**config.mk**
```make
export PLATFORM = sky130hd
export DESIGN_NAME = modular_exponentiation
export DESIGN_NICKNAME = d
export VERILOG_FILES = /design/src/rtl/mexp_pkg.sv /design/src/rtl/modular_exponentiation.sv /design/src/rtl/mexp_datapath.sv /design/src/rtl/mexp_ctrl.sv
export SDC_FILE = /design/constraint.sdc
export NUM_CORES = 2
export LEC_CHECK = 0
export ABC_AREA = 1
export BUFFER_PORTS_ARGS = -buffer_cell sky130_fd_sc_hd__buf_2
export CAP_MARGIN = 25
export CORE_MARGIN = 4
export CORE_UTILIZATION = 50
export CTS_CLUSTER_DIAMETER = 50
export DETAILED_ROUTE_END_ITERATION = 10
export PLACE_DENSITY = 0.78
export SLEW_MARGIN = 10
export SYNTH_ARGS = -nofsm -noshare
export SYNTH_HDL_FRONTEND = slang
export SYNTH_HIERARCHICAL = 1
export SYNTH_SLANG_ARGS = --single-unit
```
**constraint.sdc**
```tcl
create_clock -name aclk -period 18.2 [get_ports aclk]
set_input_delay 2.73 -clock aclk [delete_from_list [all_inputs] [get_ports aclk]]
set_output_delay 2.73 -clock aclk [all_outputs]
set_load 0.02 [all_outputs]
```
**src/rtl/mexp_pkg.sv**
```systemverilog
// ----------------------------------------------------------------------------
// mexp_pkg
// Shared types and constants for the modular exponentiation block.
// ----------------------------------------------------------------------------
package mexp_pkg;

    localparam int DATA_BITS      = 64;   // width of ports and of the config data bus
    localparam int CFG_INDEX_BITS = 2;
    localparam int TUSER_BITS     = 2;

    localparam logic [CFG_INDEX_BITS-1:0] REG_MODULUS  = CFG_INDEX_BITS'(0);
    localparam logic [CFG_INDEX_BITS-1:0] REG_EXPONENT = CFG_INDEX_BITS'(1);

    // operation run on the shared bit-serial modular multiplier
    typedef enum logic [1:0] {
        OP_REDUCE,   // base mod m, as 1 * base
        OP_MULT,     // result * square
        OP_SQUARE    // square * square, then shift exponent
    } mul_op_t;

    typedef struct packed {
        logic    load;      // capture operands of a new word
        logic    start;     // clear accumulator, select operands
        mul_op_t op;
        logic    step;      // one multiplier bit
        logic    out_load;  // move result to the output register
    } dp_cmd_t;

    typedef struct packed {
        logic cfg_mod_zero;
        logic exp_zero;
        logic exp_lsb;
        logic mul_last;
    } dp_status_t;

endpackage

```
**src/rtl/modular_exponentiation.sv**
```systemverilog
// ----------------------------------------------------------------------------
// modular_exponentiation
// base ^ exponent mod modulus on a word stream, square-and-multiply over a
// bit-serial shift-and-add modular multiplier.
// ----------------------------------------------------------------------------
//  channel  | dir | tdata (low bit up)      | tuser (low bit up)
//  ---------+-----+-------------------------+----------------------------
//  s_axis   | in  | base[63:0]              | -
//  m_axis   | out | power[63:0]             | fits_byte, modulus_zero
//  cfg      | in  | 0 modulus, 1 exponent   | -
//
// One word at a time; a modular multiply is a start step (load) then 1 bit/cycle.
// After acceptance the base is reduced mod m, then each exponent bit up to the top
// set bit takes a square, preceded by a multiply when the bit is set. A zero
// modulus sends the word straight to the finish state, skipping the multiplies.
// Reset sets modulus and exponent to 1. A stalled result sits in the output
// register while the next word is already accepted and computed.
// ----------------------------------------------------------------------------
module modular_exponentiation
    import mexp_pkg::*;
#(
    parameter int WORD_BITS = 64
) (
    input  logic                      aclk,
    input  logic                      aresetn,
    // configuration
    input  logic                      cfg_we,
    input  logic [CFG_INDEX_BITS-1:0] cfg_index,
    input  logic [DATA_BITS-1:0]      cfg_data,
    // input stream
    input  logic                      s_axis_tvalid,
    output logic                      s_axis_tready,
    input  logic [DATA_BITS-1:0]      s_axis_tdata,   // base[63:0]
    // result stream
    output logic                      m_axis_tvalid,
    input  logic                      m_axis_tready,
    output logic [DATA_BITS-1:0]      m_axis_tdata,   // power[63:0]
    output logic [TUSER_BITS-1:0]     m_axis_tuser    // [0] fits_byte, [1] modulus_zero
);

    dp_cmd_t    cmd;
    dp_status_t status;

    mexp_ctrl u_ctrl (
        .aclk    (aclk),
        .aresetn (aresetn),
        .s_valid (s_axis_tvalid),
        .s_ready (s_axis_tready),
        .m_valid (m_axis_tvalid),
        .m_ready (m_axis_tready),
        .status  (status),
        .cmd     (cmd)
    );

    mexp_datapath #(
        .WORD_BITS (WORD_BITS)
    ) u_datapath (
        .aclk         (aclk),
        .aresetn      (aresetn),
        .cfg_we       (cfg_we),
        .cfg_index    (cfg_index),
        .cfg_data     (cfg_data),
        .in_base      (s_axis_tdata),
        .cmd          (cmd),
        .status       (status),
        .power        (m_axis_tdata),
        .fits_byte    (m_axis_tuser[0]),
        .modulus_zero (m_axis_tuser[1])
    );

endmodule

```
**src/rtl/mexp_datapath.sv**
```systemverilog
// ----------------------------------------------------------------------------
// mexp_datapath
// Config registers, operand registers and a shift-and-add modular multiplier
// that handles one multiplier bit per cycle.
// ----------------------------------------------------------------------------
module mexp_datapath
    import mexp_pkg::*;
#(
    parameter int WORD_BITS = 64
) (
    input  logic                      aclk,
    input  logic                      aresetn,
    input  logic                      cfg_we,
    input  logic [CFG_INDEX_BITS-1:0] cfg_index,
    input  logic [DATA_BITS-1:0]      cfg_data,
    input  logic [DATA_BITS-1:0]      in_base,
    input  dp_cmd_t                   cmd,
    output dp_status_t                status,
    output logic [DATA_BITS-1:0]      power,
    output logic                      fits_byte,
    output logic                      modulus_zero
);

    localparam int CNT_BITS = $clog2(WORD_BITS);
    localparam logic [CNT_BITS-1:0] CNT_LAST = CNT_BITS'(WORD_BITS - 1);

    logic [WORD_BITS-1:0] cfg_mod_reg;
    logic [WORD_BITS-1:0] cfg_exp_reg;

    logic [WORD_BITS-1:0] m_reg;
    logic [WORD_BITS:0]   m2_reg;
    logic [WORD_BITS-1:0] e_reg;
    logic [WORD_BITS-1:0] base_reg;
    logic [WORD_BITS-1:0] res_reg;
    logic [WORD_BITS-1:0] sq_reg;
    logic                 zero_reg;

    logic [WORD_BITS-1:0] acc_reg;
    logic [WORD_BITS-1:0] mand_reg;
    logic [WORD_BITS-1:0] mplier_reg;
    logic [CNT_BITS-1:0]  cnt_reg;
    mul_op_t              op_reg;

    logic [DATA_BITS-1:0] power_reg;
    logic                 fits_reg;
    logic                 mz_reg;

    logic [WORD_BITS+1:0] sum;
    logic [WORD_BITS+1:0] sub1;
    logic [WORD_BITS+1:0] sub2;
    logic [WORD_BITS-1:0] acc_next;
    logic                 mul_last;
    logic [DATA_BITS-1:0] res_ext;

    // 2*acc + bit*mand is below 3m: subtract 0, m or 2m
    always_comb begin
        sum  = {1'b0, acc_reg, 1'b0}
             + (mplier_reg[WORD_BITS-1] ? {2'b00, mand_reg} : '0);
        sub1 = sum - {2'b00, m_reg};
        sub2 = sum - {1'b0, m2_reg};
        if (sum >= {1'b0, m2_reg}) begin
            acc_next = sub2[WORD_BITS-1:0];
        end else if (sum >= {2'b00, m_reg}) begin
            acc_next = sub1[WORD_BITS-1:0];
        end else begin
            acc_next = sum[WORD_BITS-1:0];
        end
    end

    assign mul_last = (cnt_reg == CNT_LAST);
    assign res_ext  = DATA_BITS'(res_reg);

    always_ff @(posedge aclk) begin
        if (!aresetn) begin
            cfg_mod_reg <= WORD_BITS'(1);
            cfg_exp_reg <= WORD_BITS'(1);
        end else if (cfg_we) begin
            unique case (cfg_index)
                REG_MODULUS:  cfg_mod_reg <= cfg_data[WORD_BITS-1:0];
                REG_EXPONENT: cfg_exp_reg <= cfg_data[WORD_BITS-1:0];
                default: ;
            endcase
        end
    end

    always_ff @(posedge aclk) begin
        if (cmd.load) begin
            m_reg    <= cfg_mod_reg;
            m2_reg   <= {cfg_mod_reg, 1'b0};
            e_reg    <= cfg_exp_reg;
            base_reg <= in_base[WORD_BITS-1:0];
            zero_reg <= (cfg_mod_reg == '0);
            // 1 mod m
            res_reg  <= (cfg_mod_reg == WORD_BITS'(1)) ? '0 : WORD_BITS'(1);
        end

        if (cmd.start) begin
            acc_reg <= '0;
            cnt_reg <= '0;
            op_reg  <= cmd.op;
            unique case (cmd.op)
                OP_REDUCE: begin
                    mand_reg   <= WORD_BITS'(1);
                    mplier_reg <= base_reg;
                end
                OP_MULT: begin
                    mand_reg   <= res_reg;
                    mplier_reg <= sq_reg;
                end
                default: begin
                    mand_reg   <= sq_reg;
                    mplier_reg <= sq_reg;
                end
            endcase
        end else if (cmd.step) begin
            acc_reg    <= acc_next;
            mplier_reg <= {mplier_reg[WORD_BITS-2:0], 1'b0};
            cnt_reg    <= cnt_reg + CNT_BITS'(1);
            if (mul_last) begin
                unique case (op_reg)
                    OP_MULT: res_reg <= acc_next;
                    OP_SQUARE: begin
                        sq_reg <= acc_next;
                        e_reg  <= e_reg >> 1;
                    end
                    default: sq_reg <= acc_next;
                endcase
            end
        end

        if (cmd.out_load) begin
            power_reg <= zero_reg ? '0 : res_ext;
            fits_reg  <= !zero_reg && (res_ext < DATA_BITS'(256));
            mz_reg    <= zero_reg;
        end
    end

    assign status.cfg_mod_zero = (cfg_mod_reg == '0);
    assign status.exp_zero     = (e_reg == '0);
    assign status.exp_lsb      = e_reg[0];
    assign status.mul_last     = mul_last;

    assign power        = power_reg;
    assign fits_byte    = fits_reg;
    assign modulus_zero = mz_reg;

endmodule

```
**src/rtl/mexp_ctrl.sv**
```systemverilog
// ----------------------------------------------------------------------------
// mexp_ctrl
// Sequencer for square-and-multiply and the stream handshakes.
// ----------------------------------------------------------------------------
module mexp_ctrl
    import mexp_pkg::*;
(
    input  logic       aclk,
    input  logic       aresetn,
    input  logic       s_valid,
    output logic       s_ready,
    output logic       m_valid,
    input  logic       m_ready,
    input  dp_status_t status,
    output dp_cmd_t    cmd
);

    typedef enum logic [2:0] {
        ST_IDLE,
        ST_RED_START,
        ST_MUL,
        ST_SQ_START,
        ST_NEXT,
        ST_FINISH
    } state_t;

    state_t  state_reg;
    mul_op_t op_reg;
    logic    m_valid_reg;
    logic    out_free;
    logic    accept;

    assign out_free = !m_valid_reg || m_ready;
    assign s_ready  = (state_reg == ST_IDLE);
    assign accept   = s_valid && s_ready;
    assign m_valid  = m_valid_reg;

    always_comb begin
        cmd          = '0;
        cmd.op       = OP_REDUCE;
        cmd.load     = accept;
        cmd.out_load = (state_reg == ST_FINISH) && out_free;
        unique case (state_reg)
            ST_RED_START: begin
                cmd.start = 1'b1;
                cmd.op    = OP_REDUCE;
            end
            ST_SQ_START: begin
                cmd.start = 1'b1;
                cmd.op    = OP_SQUARE;
            end
            ST_NEXT: begin
                cmd.start = !status.exp_zero;
                cmd.op    = status.exp_lsb ? OP_MULT : OP_SQUARE;
            end
            ST_MUL: cmd.step = 1'b1;
            default: ;
        endcase
    end

    always_ff @(posedge aclk) begin
        if (!aresetn) begin
            state_reg   <= ST_IDLE;
            op_reg      <= OP_REDUCE;
            m_valid_reg <= 1'b0;
        end else begin
            if (cmd.out_load) begin
                m_valid_reg <= 1'b1;
            end else if (m_valid_reg && m_ready) begin
                m_valid_reg <= 1'b0;
            end
            unique case (state_reg)
                ST_IDLE: begin
                    if (accept) begin
                        state_reg <= status.cfg_mod_zero ? ST_FINISH : ST_RED_START;
                    end
                end
                ST_RED_START: begin
                    op_reg    <= OP_REDUCE;
                    state_reg <= ST_MUL;
                end
                ST_SQ_START: begin
                    op_reg    <= OP_SQUARE;
                    state_reg <= ST_MUL;
                end
                ST_NEXT: begin
                    if (status.exp_zero) begin
                        state_reg <= ST_FINISH;
                    end else begin
                        op_reg    <= status.exp_lsb ? OP_MULT : OP_SQUARE;
                        state_reg <= ST_MUL;
                    end
                end
                ST_MUL: begin
                    if (status.mul_last) begin
                        state_reg <= (op_reg == OP_MULT) ? ST_SQ_START : ST_NEXT;
                    end
                end
                ST_FINISH: begin
                    if (out_free) begin
                        state_reg <= ST_IDLE;
                    end
                end
                default: state_reg <= ST_IDLE;
            endcase
        end
    end

endmodule
```
# ---- Word-level counts from Yosys, hierarchy flattened
# Index checks and enable logic that the tools add are counted.
dict set report totals {
  register_bits 721
  output_inout_bits 68
  elab_cells 98
}
dict set report classes {
  addsub 4
  n_lt_le_gt_ge 3
  n_eq_ne 16
  n_mux 32
  bitwise 2
  reduce_logical 22
}
# cell count
set ops {}
lappend ops {{$mux 64} 16}
lappend ops {{$logic_not 64->1} 2}
lappend ops {{$pmux 64 s2} 1}
lappend ops {{$sub 64x64->64} 2}
lappend ops {{$add 65x64->66} 1}
lappend ops {{$ge 66x64->1} 1}
lappend ops {{$ge 66x65->1} 1}
lappend ops {{$eq 64x1->1 const B} 1}
lappend ops {{$lt 64x9->1 const B} 1}
lappend ops {{$mux 3} 6}
lappend ops {{$pmux 3 s5} 1}
lappend ops {{$pmux 3 s3} 1}
lappend ops {{$eq 2x1->1 const B} 4}
lappend ops {{$add 6x1->6 const B} 1}
lappend ops {{$eq 3x2->1 const B} 2}
lappend ops {{$eq 3x3->1 const B} 2}
lappend ops {{$eq 6x6->1 const B} 1}
lappend ops {{$pmux 2 s3} 1}
lappend ops {{$reduce_and 2->1} 3}
lappend ops {{$logic_and 1x1->1} 4}
lappend ops {{$logic_not 2->1} 2}
lappend ops {{$mux 1} 4}
lappend ops {{$mux 2} 2}
lappend ops {{$ne 2x1->1 const B} 2}
lappend ops {{other kinds (12)} 17}

# ---- Logic depth before layout (Yosys ltp)
dict set report logic_depth {
  word_depth 9
  ltp_mapped 38
  ltp_nobuf 36
}

# ---- By module
# The synthesis kept the hierarchy.
# module n_inst cells_each area_per_inst_um2 seq_area_each_um2
set modules_own_cells {}
lappend modules_own_cells {mexp_datapath 1 6255 43870.8 18207.5}
lappend modules_own_cells {mexp_ctrl 1 62 382.9 120.1}

# ---- Worst setup path after synthesis
# Ideal clock, no wire load.
dict set report synth_timing {
  path_type {input to register}
  from {input port m_axis_tready}
  to {register u_datapath.fits_reg, in the netlist u_datapath/fits_byte, enable pin}
  setup_time_ps 572
  arrival_time_ps 7261
  required_ps 17628
  slack_ps 10368
  stages 2
  n_path_buf 0
  cell_sequence {nor2_1 > nor3_1}
}
# element line
set synth_rtl {}
lappend synth_rtl {{from (decl)} modular_exponentiation.sv:36} ;# input logic m_axis_tready,
lappend synth_rtl {{to (signal assigned)} mexp_datapath.sv:133} ;# fits_reg <= !zero_reg && (res_ext < DATA_BITS'(256));
lappend synth_rtl {{to (decl)} mexp_datapath.sv:45} ;# logic fits_reg;

# ---- Final worst setup path
dict set report layout_timing {
  from {register u_datapath.mplier_reg[63]}
  to {register u_datapath.sq_reg[48], data pin}
}
dict set report layout_between {
  elab_chain_cells 5
  word_cells_on_any_way 8
}
# element line
set layout_rtl {}
lappend layout_rtl {{from (decl)} mexp_datapath.sv:40} ;# logic [WORD_BITS-1:0] mplier_reg;
lappend layout_rtl {{from (signal assigned)} mexp_datapath.sv:104} ;# mplier_reg <= base_reg;
lappend layout_rtl {{from (signal assigned)} mexp_datapath.sv:108} ;# mplier_reg <= sq_reg;
lappend layout_rtl {{from (signal assigned)} mexp_datapath.sv:112} ;# mplier_reg <= sq_reg;
lappend layout_rtl {{$mux 64 (*)} mexp_datapath.sv:58} ;# + (mplier_reg[WORD_BITS-1] ? {2'b00, mand_reg} : '0);
lappend layout_rtl {{$add 65x64->66 (*)} mexp_datapath.sv:58}
lappend layout_rtl {{$sub 64x64->64 / $ge 66x64->1 (equally long branches)} {mexp_datapath.sv:59, mexp_datapath.sv:63}}
lappend layout_rtl {{$mux 64} mexp_datapath.sv:63} ;# end else if (sum >= {2'b00, m_reg}) begin
lappend layout_rtl {{$mux 64 (*)} mexp_datapath.sv:61} ;# if (sum >= {1'b0, m2_reg}) begin
lappend layout_rtl {{net u_datapath.acc_next[48]} mexp_datapath.sv:51} ;# logic [WORD_BITS-1:0] acc_next;
lappend layout_rtl {{to (signal assigned)} mexp_datapath.sv:123} ;# sq_reg <= acc_next;
lappend layout_rtl {{to (signal assigned)} mexp_datapath.sv:126} ;# default: sq_reg <= acc_next;
lappend layout_rtl {{to (decl)} mexp_datapath.sv:35} ;# logic [WORD_BITS-1:0] sq_reg;
# The timed path passes the listed nets; every way through them passes the cells marked *.
# A chain may end at the register's enable or synchronous reset.

==> impl_metrics.env <==
export IMPL_coreArea_um2=87290
export IMPL_numCtsBuffers=83
export IMPL_cp_common_cell="nand2_1"
export IMPL_nNetsFinal=6798
export IMPL_setup_tns_final_ns=0
export IMPL_slowest_delay_ns=0.85
export IMPL_top_level_ports=203
export IMPL_n_fill_cell=8277
export IMPL_syn_nets=6647
export IMPL_avgSynthCellArea_um2=7.005
export IMPL_drive_gt1_frac=0.06639
export IMPL_vias=43900
export IMPL_r2r_slack_ns=10.54
export IMPL_syn_inst=6317
export IMPL_critPathCaptureType="flop"
export IMPL_yosys_top_cells_area="edfxtp_1, nand2_1, dfxtp_1"
export IMPL_finalMaxSlewViolations=0
export IMPL_setup_viol=0
export IMPL_initialDrtViolationCount=4868
export IMPL_cp_slowest_cell="nand3_4"
export IMPL_fin_area_um2=49210
export IMPL_clkTransAtPathRegs_ns=0.06
export IMPL_syn_to_final_growth_pct=11.21
export IMPL_die_w_um=305.5
export IMPL_grt_antenna_before_repair=5
export IMPL_ys_seq_area_frac=0.4141
export IMPL_die_height_um=305.5
export IMPL_io_buffers=202
export IMPL_grt_max_degree=131
export IMPL_cts_tree="built"
export IMPL_clk_path_buf_depth=3
export IMPL_arrival_ns=8.09
export IMPL_ys_seq_elements=721
export IMPL_dr_pass1_iters=7
export IMPL_path_class="reg2reg"
export IMPL_layout_cells_non_filler=7693
export IMPL_async_flop_share=0
export IMPL_cts_resized=0
export IMPL_hpwlAfterDp_mm=142.8
export IMPL_status="finished clean"
export IMPL_grt_pass1_vias=41810
export IMPL_worst_setup_path_start_kind="flop"
export IMPL_synthDistinctLibCells=49
export IMPL_skew_ns=0.05963
export IMPL_min_path_type="reg2reg"
export IMPL_gp_congestion=1.133
export IMPL_clk_latency_ns=0.69
export IMPL_cap_violations=0
export IMPL_synth_edf_count=389
export IMPL_worstPathRequired_ns=18.63
export IMPL_crit_family="simple AND/OR/NAND/NOR gates"
export IMPL_h_tree_depth=3
export IMPL_cts_setup_buffers=0
export IMPL_ys_warn_count=6
export IMPL_holdPathStages=0
export IMPL_hp_start="u_datapath/cfg_mod_reg[18]"
export IMPL_drc=0
export IMPL_grt_overflow=0
export IMPL_grt_usage=0.3710
export IMPL_slew_headroom=0.3080
export IMPL_cts_hold_buf=0
export IMPL_hold_viol=0
export IMPL_yosysTopAreaCell="edfxtp_1"
export IMPL_reg2reg_to="u_datapath/sq_reg[48]"
export IMPL_grt_pass1_wl_mm=260.4
export IMPL_ant_nets=0
export IMPL_min_period_over_period=0.4210
export IMPL_wl_per_cell_um=23.22
export IMPL_start_util=0.5070
export IMPL_rsz0062_at_grt="false"
export IMPL_crit_fanout=65
export IMPL_cts_num_sinks=721
export IMPL_totalWireLength_mm=178.6
export IMPL_placed_cell_area_um2=46390
export IMPL_dp_cells=7535
export IMPL_rows=108
export IMPL_min_period_ns=7.661
export IMPL_reg2reg_depth=27
export IMPL_synth_top_cell_area_share=0.2640
export IMPL_synth_area_um2=44250
export IMPL_hold_path_end="u_datapath/m_reg[18]"
export IMPL_crit_buf_inv=4
export IMPL_clock_fmax_mhz=130.5
export IMPL_clock_root_buffer="clkbuf_16"
export IMPL_timing_rr_start="u_datapath/mplier_reg[63]"
export IMPL_dieArea_um2=93330
export IMPL_worstMarginPinSlew_ns=1.038
export IMPL_viasPerCell=5.707
export IMPL_synthFlopType="edfxtp_1"
[worst max-delay path by stage]
stage	slack (ns)	startpoint	to	depth (start not counted)
2_1_floorplan	10.37	m_axis_tready	u_datapath/fits_byte	2
3_3_place_gp	10.88	u_datapath/mplier_reg[63]	u_datapath/sq_reg[48]	27
3_5_place_dp	10.81	u_datapath/mplier_reg[63]	u_datapath/sq_reg[48]	27
4_1_cts	10.78	u_datapath/mplier_reg[63]	u_datapath/sq_reg[48]	27
5_1_grt	10.36	u_datapath/mplier_reg[63]	u_datapath/sq_reg[48]	27
6_report	10.54	u_datapath/mplier_reg[63]	u_datapath/sq_reg[48]	27
[layout make-up]
class,count,area (um^2),share of cell area
clock inverters,44,466.7,0.009483
repair buffers,254,1469,0.02985
flip-flops and latches,721,18330,0.3724
multi-input cells,4546,21960,0.4463
well taps,1155,1445,0.02936
clock buffers,110,2303,0.04680
diodes,1,2.502,0.00005085
inverters,862,3237,0.06577
[layer usage]
layer | wire length [um] | global-route usage | up-vias
li1 | - | - | 20650
met1 | 71780 | 0.4840 | 20470
met2 | 78520 | 0.5834 | 2360
met3 | 17260 | 0.07401 | 425
met4 | 11000 | 0.1986 | 2
met5 | 50 | 0 | -
[stage by stage]
| step | setup WS (ns) | hold WS [ns] | utilization |
|---|---|---|---|
| 6_report | 10.54 | 0.4508 | 0.5638 |
| 5_1_grt | 10.36 | 0.4561 | 0.5638 |
| 4_1_cts | 10.78 | 0.4511 | 0.5632 |
| 3_5_place_dp | 10.81 | 0.4399 | 0.5314 |
| 3_3_place_gp | 10.88 | 0.4369 | 0.5310 |
| 2_1_floorplan | 10.37 | 0.4259 | - |
[cell usage in the layout (no fill, tap or decap), types with 7 or more instances in the layout]
master,count
a21o_1,7
a21oi_1,238
a31oi_1,71
and2_1,46
buf_2,203
buf_4,46
clkbuf_1,19
clkbuf_16,87
clkinv_2,10
dfxtp_1,332
edfxtp_1,389
ha_1,192
inv_1,853
inv_2,8
nand2_1,1923
nand2_2,7
nand3_1,307
nand3b_1,22
nand4_1,116
nor2_1,862
nor2_4,9
nor3_1,33
nor4_1,55
o21a_1,10
o21ai_0,438
o21bai_1,35
or2_2,10
xnor2_1,33
xor2_1,83
[cell usage after synthesis (16+ instances only)]
cell	number
xor2_1	83
and2_1	46
a31oi_1	71
ha_1	192
nand2_1	1924
o21bai_1	35
buf_4	16
nand4_1	116
nand3b_1	22
inv_1	856
nand3_1	307
nor3_1	35
clkbuf_1	145
dfxtp_1	332
o21ai_0	438
nor2_1	868
xnor2_1	33
edfxtp_1	389
nor4_1	55
a21oi_1	238
[cells by family (layout without fill, tap and decap cells)]
group,Yosys count,in the layout,share of synthesized area
buffers and inverters,1050,1270,0.09166
adder cells (fa/ha/maj),195,195,0.05564
other,0,1,0
XOR/XNOR,116,116,0.02296
flip-flops,721,721,0.4141
AO/OA/AOI/OAI,822,822,0.09930
AND/OR/NAND/NOR,3413,3413,0.3163
Power is not shown: default switching activity piles up to over one toggle a cycle in this logic, so the estimate is an artifact.
